<file path="config.mk">
export PLATFORM = sky130hd
export DESIGN_NAME = touch_gesture_classifier
export DESIGN_NICKNAME = d
export VERILOG_FILES = /design/src/tgc_pkg.sv /design/src/touch_gesture_classifier.sv
export SDC_FILE = /design/constraint.sdc
export NUM_CORES = 1
export LEC_CHECK = 0
export BUFFER_PORTS_ARGS = -buffer_cell sky130_fd_sc_hd__buf_4
export CORE_AREA = 2 2 209 211
export CTS_CLUSTER_SIZE = 10
export DETAILED_ROUTE_END_ITERATION = 7
export DIE_AREA = 0 0 211 213
export HOLD_SLACK_MARGIN = 0.06
export PLACE_DENSITY = 0.53
export SLEW_MARGIN = 15
export SYNTH_ARGS = -nofsm -noshare
export SYNTH_HDL_FRONTEND = slang
export SYNTH_SLANG_ARGS = --single-unit
</file>
<file path="constraint.sdc">
create_clock -name clk -period 8.8 [get_ports clk]
set_input_delay 1.32 -clock clk [delete_from_list [all_inputs] [get_ports clk]]
set_output_delay 1.32 -clock clk [all_outputs]
set_load 0.02 [all_outputs]
</file>
<file path="src/tgc_pkg.sv">
// Shared types, codes and constants of the touch gesture classifier.
package tgc_pkg;

    localparam int PAD_COUNT = 3;
    localparam logic [2:0] PAD_MASK = 3'((1 << PAD_COUNT) - 1);

    localparam int MS_W    = 16;
    localparam int TAP_W   = 8;
    localparam int CFG_IDX_W = 3;

    // Result event codes.
    localparam logic [2:0] EV_SHORT      = 3'd0;
    localparam logic [2:0] EV_SHORT_RUN  = 3'd1;
    localparam logic [2:0] EV_LONG_A     = 3'd2;
    localparam logic [2:0] EV_LONG_B     = 3'd3;
    localparam logic [2:0] EV_RUN_END    = 3'd4;
    localparam logic [2:0] EV_TAPS_LONG  = 3'd5;
    localparam logic [2:0] EV_THREE_FIVE = 3'd6;

    // Configuration register indexes.
    localparam logic [CFG_IDX_W-1:0] CFG_SHORT_MIN    = 3'd0;
    localparam logic [CFG_IDX_W-1:0] CFG_LONG_A_MIN   = 3'd1;
    localparam logic [CFG_IDX_W-1:0] CFG_LONG_B_MIN   = 3'd2;
    localparam logic [CFG_IDX_W-1:0] CFG_MAX_HOLD     = 3'd3;
    localparam logic [CFG_IDX_W-1:0] CFG_TAP_WINDOW   = 3'd4;
    localparam logic [CFG_IDX_W-1:0] CFG_COMBO_WINDOW = 3'd5;

    // Configuration reset values.
    localparam logic [MS_W-1:0] SHORT_MIN_RST    = 16'd20;
    localparam logic [MS_W-1:0] LONG_A_MIN_RST   = 16'd3000;
    localparam logic [MS_W-1:0] LONG_B_MIN_RST   = 16'd10000;
    localparam logic [MS_W-1:0] MAX_HOLD_RST     = 16'd60000;
    localparam logic [MS_W-1:0] TAP_WINDOW_RST   = 16'd400;
    localparam logic [MS_W-1:0] COMBO_WINDOW_RST = 16'd3000;

    // Tap counts that take part in the combination gestures.
    localparam logic [TAP_W-1:0] COMBO_LONG_TAPS  = 8'd3;
    localparam logic [TAP_W-1:0] COMBO_FIRST_RUN  = 8'd3;
    localparam logic [TAP_W-1:0] COMBO_SECOND_RUN = 8'd5;
    localparam logic [TAP_W-1:0] TAP_MAX          = 8'd255;

    // Result queue sizing.
    localparam int FIFO_DEPTH = 4;
    localparam int PTR_W      = $clog2(FIFO_DEPTH);
    localparam int CNT_W      = $clog2(FIFO_DEPTH + 1);

    typedef struct packed {
        logic       func;
        logic [2:0] pads;
    } scan_item_t;

    typedef struct packed {
        logic [2:0]       event_res;
        logic [2:0]       pad_pattern;
        logic [TAP_W-1:0] tap_count;
        logic             last;
    } gesture_item_t;

endpackage

</file>
<file path="src/touch_gesture_classifier.sv">
// Touch gesture classifier: press timing, tap runs and combination gestures.
//
//   channel   direction  handshake                       payload
//   scan      in         scan_valid / scan_stall         scan_item (func, pads)
//   gesture   out        gesture_valid / gesture_stall   gesture_item
//   cfg       in         cfg_we                          cfg_index, cfg_data
//
// Each accepted item updates the whole state in one pass of logic at its edge,
// and its zero, one or two results can be taken from the cycle after that edge.
// A four-entry queue sends one result per cycle unless the receiver stalls;
// scan_stall is high while it holds three or more results, so the input waits
// only when results arrive faster than one per cycle or the receiver stalls.
// Reset clears the state and the queue and loads the configuration defaults.
module touch_gesture_classifier
    import tgc_pkg::*;
(
    input  logic                 clk,
    input  logic                 rst_n,
    input  logic                 scan_valid,
    output logic                 scan_stall,
    input  scan_item_t           scan_item,
    output logic                 gesture_valid,
    input  logic                 gesture_stall,
    output gesture_item_t        gesture_item,
    input  logic                 cfg_we,
    input  logic [CFG_IDX_W-1:0] cfg_index,
    input  logic [MS_W-1:0]      cfg_data
);

    // Configuration registers.
    logic [MS_W-1:0] short_min_reg, long_a_min_reg, long_b_min_reg;
    logic [MS_W-1:0] max_hold_reg, tap_window_reg, combo_window_reg;

    // Gesture state and its next values.
    logic [MS_W-1:0]  hold_cd_reg, hold_cd_next;
    logic [MS_W-1:0]  tap_win_reg, tap_win_next;
    logic [MS_W-1:0]  combo_win_reg, combo_win_next;
    logic             pressed_reg, pressed_next;
    logic [2:0]       latched_reg, latched_next;
    logic             long_a_done_reg, long_a_done_next;
    logic             long_b_done_reg, long_b_done_next;
    logic [TAP_W-1:0] taps_reg, taps_next;
    logic [TAP_W-1:0] run_cnt_reg, run_cnt_next;
    logic             cl_armed_reg, cl_armed_next;
    logic [2:0]       cl_pads_reg, cl_pads_next;
    logic             c5_armed_reg, c5_armed_next;
    logic [2:0]       c5_pads_reg, c5_pads_next;

    // Result queue.
    gesture_item_t    fifo_mem [FIFO_DEPTH];
    logic [PTR_W-1:0] wr_ptr_reg, rd_ptr_reg;
    logic [CNT_W-1:0] count_reg;

    logic             accept;
    logic             pop;
    logic [2:0]       pads_m;
    logic [MS_W-1:0]  held;
    logic             cond_a, cond_b;
    logic [TAP_W-1:0] taps_v, run_v;
    logic [2:0]       kind_v;
    logic [1:0]       n_res;
    gesture_item_t    res0, res1, run_res;

    assign accept = scan_valid && !scan_stall;
    assign pop    = gesture_valid && !gesture_stall;
    assign pads_m = scan_item.pads & PAD_MASK;

    // Hold time saturates at zero if the countdown is above the limit, which
    // happens when the limit is lowered during a press.
    assign held = (hold_cd_reg > max_hold_reg) ? '0 : max_hold_reg - hold_cd_reg;

    assign cond_a = (held > long_a_min_reg) && (held <= long_b_min_reg) && !long_a_done_reg;
    assign cond_b = (held > long_b_min_reg) && (held <= max_hold_reg) && !long_b_done_reg;

    always_comb
    begin
        hold_cd_next     = hold_cd_reg;
        tap_win_next     = tap_win_reg;
        combo_win_next   = combo_win_reg;
        pressed_next     = pressed_reg;
        latched_next     = latched_reg;
        long_a_done_next = long_a_done_reg;
        long_b_done_next = long_b_done_reg;
        taps_next        = taps_reg;
        run_cnt_next     = run_cnt_reg;
        cl_armed_next    = cl_armed_reg;
        cl_pads_next     = cl_pads_reg;
        c5_armed_next    = c5_armed_reg;
        c5_pads_next     = c5_pads_reg;
        taps_v           = taps_reg;
        run_v            = run_cnt_reg;
        kind_v           = EV_SHORT;
        res0             = '0;
        res1             = '0;
        run_res          = '0;
        n_res            = 2'd0;

        if (accept)
        begin
            if (scan_item.func)
            begin
                // Millisecond tick: count the three timers down.
                if (hold_cd_reg != '0)
                begin
                    hold_cd_next = hold_cd_reg - 1'b1;
                end
                if (tap_win_reg != '0)
                begin
                    tap_win_next = tap_win_reg - 1'b1;
                end
                if (combo_win_reg != '0)
                begin
                    combo_win_next = combo_win_reg - 1'b1;
                end
            end
            else
            begin
                // An expired combination window disarms the five-tap gesture.
                if (combo_win_reg == '0)
                begin
                    c5_armed_next = 1'b0;
                    c5_pads_next  = '0;
                end

                if (pads_m != '0)
                begin
                    if (!pressed_reg)
                    begin
                        pressed_next = 1'b1;
                        hold_cd_next = max_hold_reg;
                        tap_win_next = tap_window_reg;
                        latched_next = pads_m;
                    end
                    else if (pads_m == latched_reg)
                    begin
                        // The two long thresholds exclude each other, so at
                        // most one long event fires per sample.
                        if (cond_a || cond_b)
                        begin
                            long_a_done_next = long_a_done_reg || cond_a;
                            long_b_done_next = long_b_done_reg || cond_b;
                            if (cond_a && cl_armed_reg && (latched_reg == cl_pads_reg))
                            begin
                                kind_v = EV_TAPS_LONG;
                            end
                            else if (cond_a)
                            begin
                                kind_v = EV_LONG_A;
                            end
                            else
                            begin
                                kind_v = EV_LONG_B;
                            end
                            res0.event_res   = kind_v;
                            res0.pad_pattern = latched_reg;
                            n_res            = 2'd1;
                            run_cnt_next     = 8'd1;
                            cl_armed_next    = 1'b0;
                            cl_pads_next     = '0;
                            c5_armed_next    = 1'b0;
                            c5_pads_next     = '0;
                        end
                    end
                    else if (held < short_min_reg)
                    begin
                        // A pattern change early in a press restarts it.
                        hold_cd_next = max_hold_reg;
                        tap_win_next = tap_window_reg;
                        latched_next = pads_m;
                    end
                end
                else
                begin
                    if (pressed_reg && (held > short_min_reg) && (held <= long_a_min_reg))
                    begin
                        if ((tap_win_reg != '0) && (taps_reg != TAP_MAX))
                        begin
                            taps_v = taps_reg + 1'b1;
                        end
                        res0.pad_pattern = latched_reg;
                        n_res            = 2'd1;
                        if (taps_v <= 8'd1)
                        begin
                            res0.event_res = EV_SHORT;
                            run_cnt_next   = 8'd1;
                            cl_armed_next  = 1'b0;
                            cl_pads_next   = '0;
                        end
                        else
                        begin
                            res0.event_res = EV_SHORT_RUN;
                            if (run_cnt_reg != TAP_MAX)
                            begin
                                run_v = run_cnt_reg + 1'b1;
                            end
                            run_cnt_next = run_v;
                            if (run_v == COMBO_LONG_TAPS)
                            begin
                                cl_armed_next = 1'b1;
                                cl_pads_next  = latched_reg;
                            end
                            else
                            begin
                                cl_armed_next = 1'b0;
                                cl_pads_next  = '0;
                            end
                        end
                    end
                    taps_next = taps_v;

                    // Tap window over: close the run.
                    if ((tap_win_reg == '0) && (taps_v != '0))
                    begin
                        taps_next = '0;
                        if (taps_v >= 8'd2)
                        begin
                            run_res.pad_pattern = latched_reg;
                            run_res.tap_count   = taps_v;
                            run_res.event_res   = EV_RUN_END;
                            if (taps_v == COMBO_FIRST_RUN)
                            begin
                                c5_armed_next  = 1'b1;
                                c5_pads_next   = latched_reg;
                                combo_win_next = combo_window_reg;
                            end
                            else
                            begin
                                if ((taps_v == COMBO_SECOND_RUN) && c5_armed_next
                                    && (latched_reg == c5_pads_next))
                                begin
                                    run_res.event_res = EV_THREE_FIVE;
                                end
                                c5_armed_next = 1'b0;
                                c5_pads_next  = '0;
                            end
                            run_cnt_next  = 8'd1;
                            cl_armed_next = 1'b0;
                            cl_pads_next  = '0;
                            if (n_res == 2'd0)
                            begin
                                res0  = run_res;
                                n_res = 2'd1;
                            end
                            else
                            begin
                                res1  = run_res;
                                n_res = 2'd2;
                            end
                        end
                        latched_next = '0;
                    end
                    long_a_done_next = 1'b0;
                    long_b_done_next = 1'b0;
                    hold_cd_next     = '0;
                    pressed_next     = 1'b0;
                end
            end
        end

        if (n_res == 2'd1)
        begin
            res0.last = 1'b1;
        end
        if (n_res == 2'd2)
        begin
            res1.last = 1'b1;
        end
    end

    // Configuration writes.
    always_ff @(posedge clk or negedge rst_n)
    begin
        if (!rst_n)
        begin
            short_min_reg    <= SHORT_MIN_RST;
            long_a_min_reg   <= LONG_A_MIN_RST;
            long_b_min_reg   <= LONG_B_MIN_RST;
            max_hold_reg     <= MAX_HOLD_RST;
            tap_window_reg   <= TAP_WINDOW_RST;
            combo_window_reg <= COMBO_WINDOW_RST;
        end
        else if (cfg_we)
        begin
            unique case (cfg_index)
                CFG_SHORT_MIN:    short_min_reg    <= cfg_data;
                CFG_LONG_A_MIN:   long_a_min_reg   <= cfg_data;
                CFG_LONG_B_MIN:   long_b_min_reg   <= cfg_data;
                CFG_MAX_HOLD:     max_hold_reg     <= cfg_data;
                CFG_TAP_WINDOW:   tap_window_reg   <= cfg_data;
                CFG_COMBO_WINDOW: combo_window_reg <= cfg_data;
                default:          ;
            endcase
        end
    end

    // Gesture state.
    always_ff @(posedge clk or negedge rst_n)
    begin
        if (!rst_n)
        begin
            hold_cd_reg     <= '0;
            tap_win_reg     <= '0;
            combo_win_reg   <= '0;
            pressed_reg     <= 1'b0;
            latched_reg     <= '0;
            long_a_done_reg <= 1'b0;
            long_b_done_reg <= 1'b0;
            taps_reg        <= '0;
            run_cnt_reg     <= 8'd1;
            cl_armed_reg    <= 1'b0;
            cl_pads_reg     <= '0;
            c5_armed_reg    <= 1'b0;
            c5_pads_reg     <= '0;
        end
        else
        begin
            hold_cd_reg     <= hold_cd_next;
            tap_win_reg     <= tap_win_next;
            combo_win_reg   <= combo_win_next;
            pressed_reg     <= pressed_next;
            latched_reg     <= latched_next;
            long_a_done_reg <= long_a_done_next;
            long_b_done_reg <= long_b_done_next;
            taps_reg        <= taps_next;
            run_cnt_reg     <= run_cnt_next;
            cl_armed_reg    <= cl_armed_next;
            cl_pads_reg     <= cl_pads_next;
            c5_armed_reg    <= c5_armed_next;
            c5_pads_reg     <= c5_pads_next;
        end
    end

    // Result queue: up to two writes and one read per cycle.
    always_ff @(posedge clk)
    begin
        if (n_res != 2'd0)
        begin
            fifo_mem[wr_ptr_reg] <= res0;
        end
        if (n_res == 2'd2)
        begin
            fifo_mem[wr_ptr_reg + 1'b1] <= res1;
        end
    end

    always_ff @(posedge clk or negedge rst_n)
    begin
        if (!rst_n)
        begin
            wr_ptr_reg <= '0;
            rd_ptr_reg <= '0;
            count_reg  <= '0;
        end
        else
        begin
            wr_ptr_reg <= wr_ptr_reg + PTR_W'(n_res);
            rd_ptr_reg <= rd_ptr_reg + PTR_W'(pop);
            count_reg  <= count_reg + CNT_W'(n_res) - CNT_W'(pop);
        end
    end

    // Room for two results is needed before an item is taken.
    assign scan_stall    = (count_reg > CNT_W'(FIFO_DEPTH - 2));
    assign gesture_valid = (count_reg != '0);
    assign gesture_item  = fifo_mem[rd_ptr_reg];

endmodule

</file>
==> impl_results.md <==
- TritonCTS clock tree: built
- Slew headroom: 0.303
- Sw frac: 0.417
- Via/cell ratio: 5.51
- Beginning of the worst hold path: fifo_mem[1][12]
- Area leader, netlist: dfrtp_1
- Min-delay worst type: register to register
- CP max stage cell: nand2_1
- Met1 usage: 0.257
- GRT Resource Usage Total: 0.186
- Vias in the first global route: 11.6k
- Routed WL per cell: 19.5 um
- N_diodes: 0
- DRC: 0
- Vias: 11.6k
- Sequential-to-total area share from yosys stat: 0.429
- Final setup fails: 0
- Area share of the leading cell type in the synthesized netlist: 0.253
- Part of the power in registers: 0.309
- Die height: 213 um
- Starting Density: 0.345
- Maximum vdd drop: 0.154 mV
- #FFs+latches synth: 241
- Pleak: 6.87 nW
- Syn Area/Cell: 9.72 sq um
- Area Overhead vs Synth: 12.2%
- Max reg flops: 60
- DRT iter0 DRCs: 681
- First-pass iteration count of the detailed router: 5
- Post-Synthesis Cells: 1516
- First-pass GRT wire length: 66.1 mm
- Routability Congestion: 0.893
- Clk buf depth: 3
- Actual slew at the worst max-slew pin: 1.04 ns
- Cell row count: 76
- Biggest register: fifo_mem
- CP required: 8.99 ns
- Critical path type: register to register
- Ys flop type: dfrtp_1
- Minimum clock period: 7.78 ns
- Combinational share of power: 0.466
- Final Hold Viols: 0
- Global route hottest layer: met2
- Clock Latency Late Sink: 0.58 ns
- Post-Syn Nets: 1633
- CTS hold repair buffers: 0
- IO Count: 45
- Most common cell in the netlist: dfrtp_1
- Final ANT Viol Nets: 0
- Worst path max stage delay: 0.57 ns
- Worst Setup Start Kind: register
- Area of the core: 42700 sq um
- Crit Path Max Fanout: 19
- RSZ-0062 raised after global routing: false
- Period utilisation layout: 0.885
- Slack of the worst reg-to-reg path: 1.02 ns
- Hold path cells: 2
- Die area: 44900 sq um
- Hold Path End: fifo_mem[1][12]
- Worst EP arrival: 7.97 ns
- Clk sinks: 241
- Largest net degree at the start of global routing: 116
- Critical Path Sink Type: register
- Initial antenna violation count: 1
- Yosys warns: 0
- Nets: 1655
- Final Max Slew Viols: 0
- Final Util: 0.388
- Switching power: 0.00224 W
- Pwr per Cell Area: 324 nW/um^2
- Final setup TNS: 0 ns
- Detailed placement HPWL: 29.6 mm
- Setup slack at placement: 1.03 ns
- Cells on worst reg2reg path: 30
- PostCTS Resize Cnt: 0
- Reg2reg start: max_hold_reg[0]
- Hold_ws: 0.469 ns
- Met3 GRT Util: 0.0244
- GR Util met2: 0.304
- Post-synthesis async set-or-reset flop share: 0.751
- Status: finished clean
- Worst reg2reg path endpoint: fifo_mem[1][14]
- Root Buffer: clkbuf_16
- Unique cell type count in the Yosys netlist: 98
- Fmax: 128 MHz
- Post-Syn Area: 14700 sq um
- Worst-path clk slew: 0.06 ns
- Final WS setup: 1.02 ns
- Post-CTS Setup Inserts: 0
- Max-cap viol count: 0
- Clock Skew: 0.0222 ns
- H-tree lvl count: 1
- EDFF count, synth: 56
- CTS buffer count: 31
- Layout cells sized above 1: 0.156
- Area contributors post-synth: dfrtp_1, edfxtp_1, ha_1
- Die width: 211 um
- Synth cell count leaders: dfrtp_1, nand2_1, inv_1, o21ai_0, nor2_1
- Port Buf Inserts: 44
- WL final: 41.0 mm
- Clk pwr share: 0.225
- Int Power: 0.00313 W
- GR Overflow Total: 0
[layer usage]
metal	wire length, um	up-vias
li1	-	5602
met1	19300	5689
met2	18800	259
met3	1740	62
met4	1180	0
met5	0	-
[cells by family (layout without fill, tap and decap cells)]
group	after synthesis	count (layout)	share of synthesized area
XOR/XNOR	26	26	0.0154
adder cells (fa/ha/maj)	89	89	0.0766
AND/OR/NAND/NOR	510	510	0.178
flip-flops	241	241	0.429
buffers and inverters	182	229	0.0502
AO/OA/AOI/OAI	389	389	0.179
multiplexers	79	79	0.0710
[final cells by class]
class / count / area [sq um]
flip-flops and latches: 241 / 6330
clock buffers: 49 / 853
repair buffers: 58 / 442
multi-input cells: 1093 / 7710
clock inverters: 9 / 103
fillers: 4273 / 26100
well taps: 546 / 683
inverters: 113 / 424
[worst max-delay path, delay by kind of cell (launching register included)]
kind | cells | cell delay [ns]
AO/OA/AOI/OAI | 15 | 3.31
AND/OR/NAND/NOR | 9 | 2.17
adder cells (fa/ha/maj) | 4 | 1.21
flip-flops | 1 | 0.40
buffers and inverters | 2 | 0.28
[worst max-delay path by stage]
| stage | startpoint | to | slack, ns | cells after the start |
|---|---|---|---|---|
| detailed placement | max_hold_reg[0] | fifo_mem[0][7] | 1.03 | 30 |
| global placement | max_hold_reg[0] | fifo_mem[0][7] | 1.29 | 29 |
| finish | max_hold_reg[0] | fifo_mem[1][14] | 1.02 | 30 |
| floorplan | max_hold_reg[0] | count_reg[2] | 2.27 | 34 |
| global route | max_hold_reg[0] | fifo_mem[1][14] | 0.24 | 30 |
| CTS | max_hold_reg[0] | fifo_mem[0][2] | 1.00 | 30 |
[cells in the final DEF (no fill, tap or decap), drive strengths merged, types with 17 or more instances in the layout]
cell and instances:
ha 87, nor3 50, nand3 46, inv 114, dfstp 32, mux2 55, o21ai 111, buf 57
nor2 100, dfrtp 149, o22ai 27, edfxtp 56, nand2 145, nor2b 18, a21oi 76, and2 34
clkbuf 50, a21o 17
[power by group through the flow]
stage               Sequential, W  Combinational (W)  Clock (W)
finish                    0.00166            0.00250    0.00121
global route              0.00170            0.00280    0.00128
CTS                       0.00166            0.00250    0.00124
detailed placement        0.00168            0.00247          0
global placement          0.00167            0.00244          0
floorplan                 0.00154            0.00188          0
[per-stage QoR]
step,power (W),cell area [sq um],std cells
finish,0.00537,16500,2109
global route,0.00579,16500,2109
CTS,0.00540,16500,2109
detailed placement,0.00415,15600,2051
global placement,0.00411,15600,2051
floorplan,0.00342,14700,1516
Power figures use the tool's default switching activity.
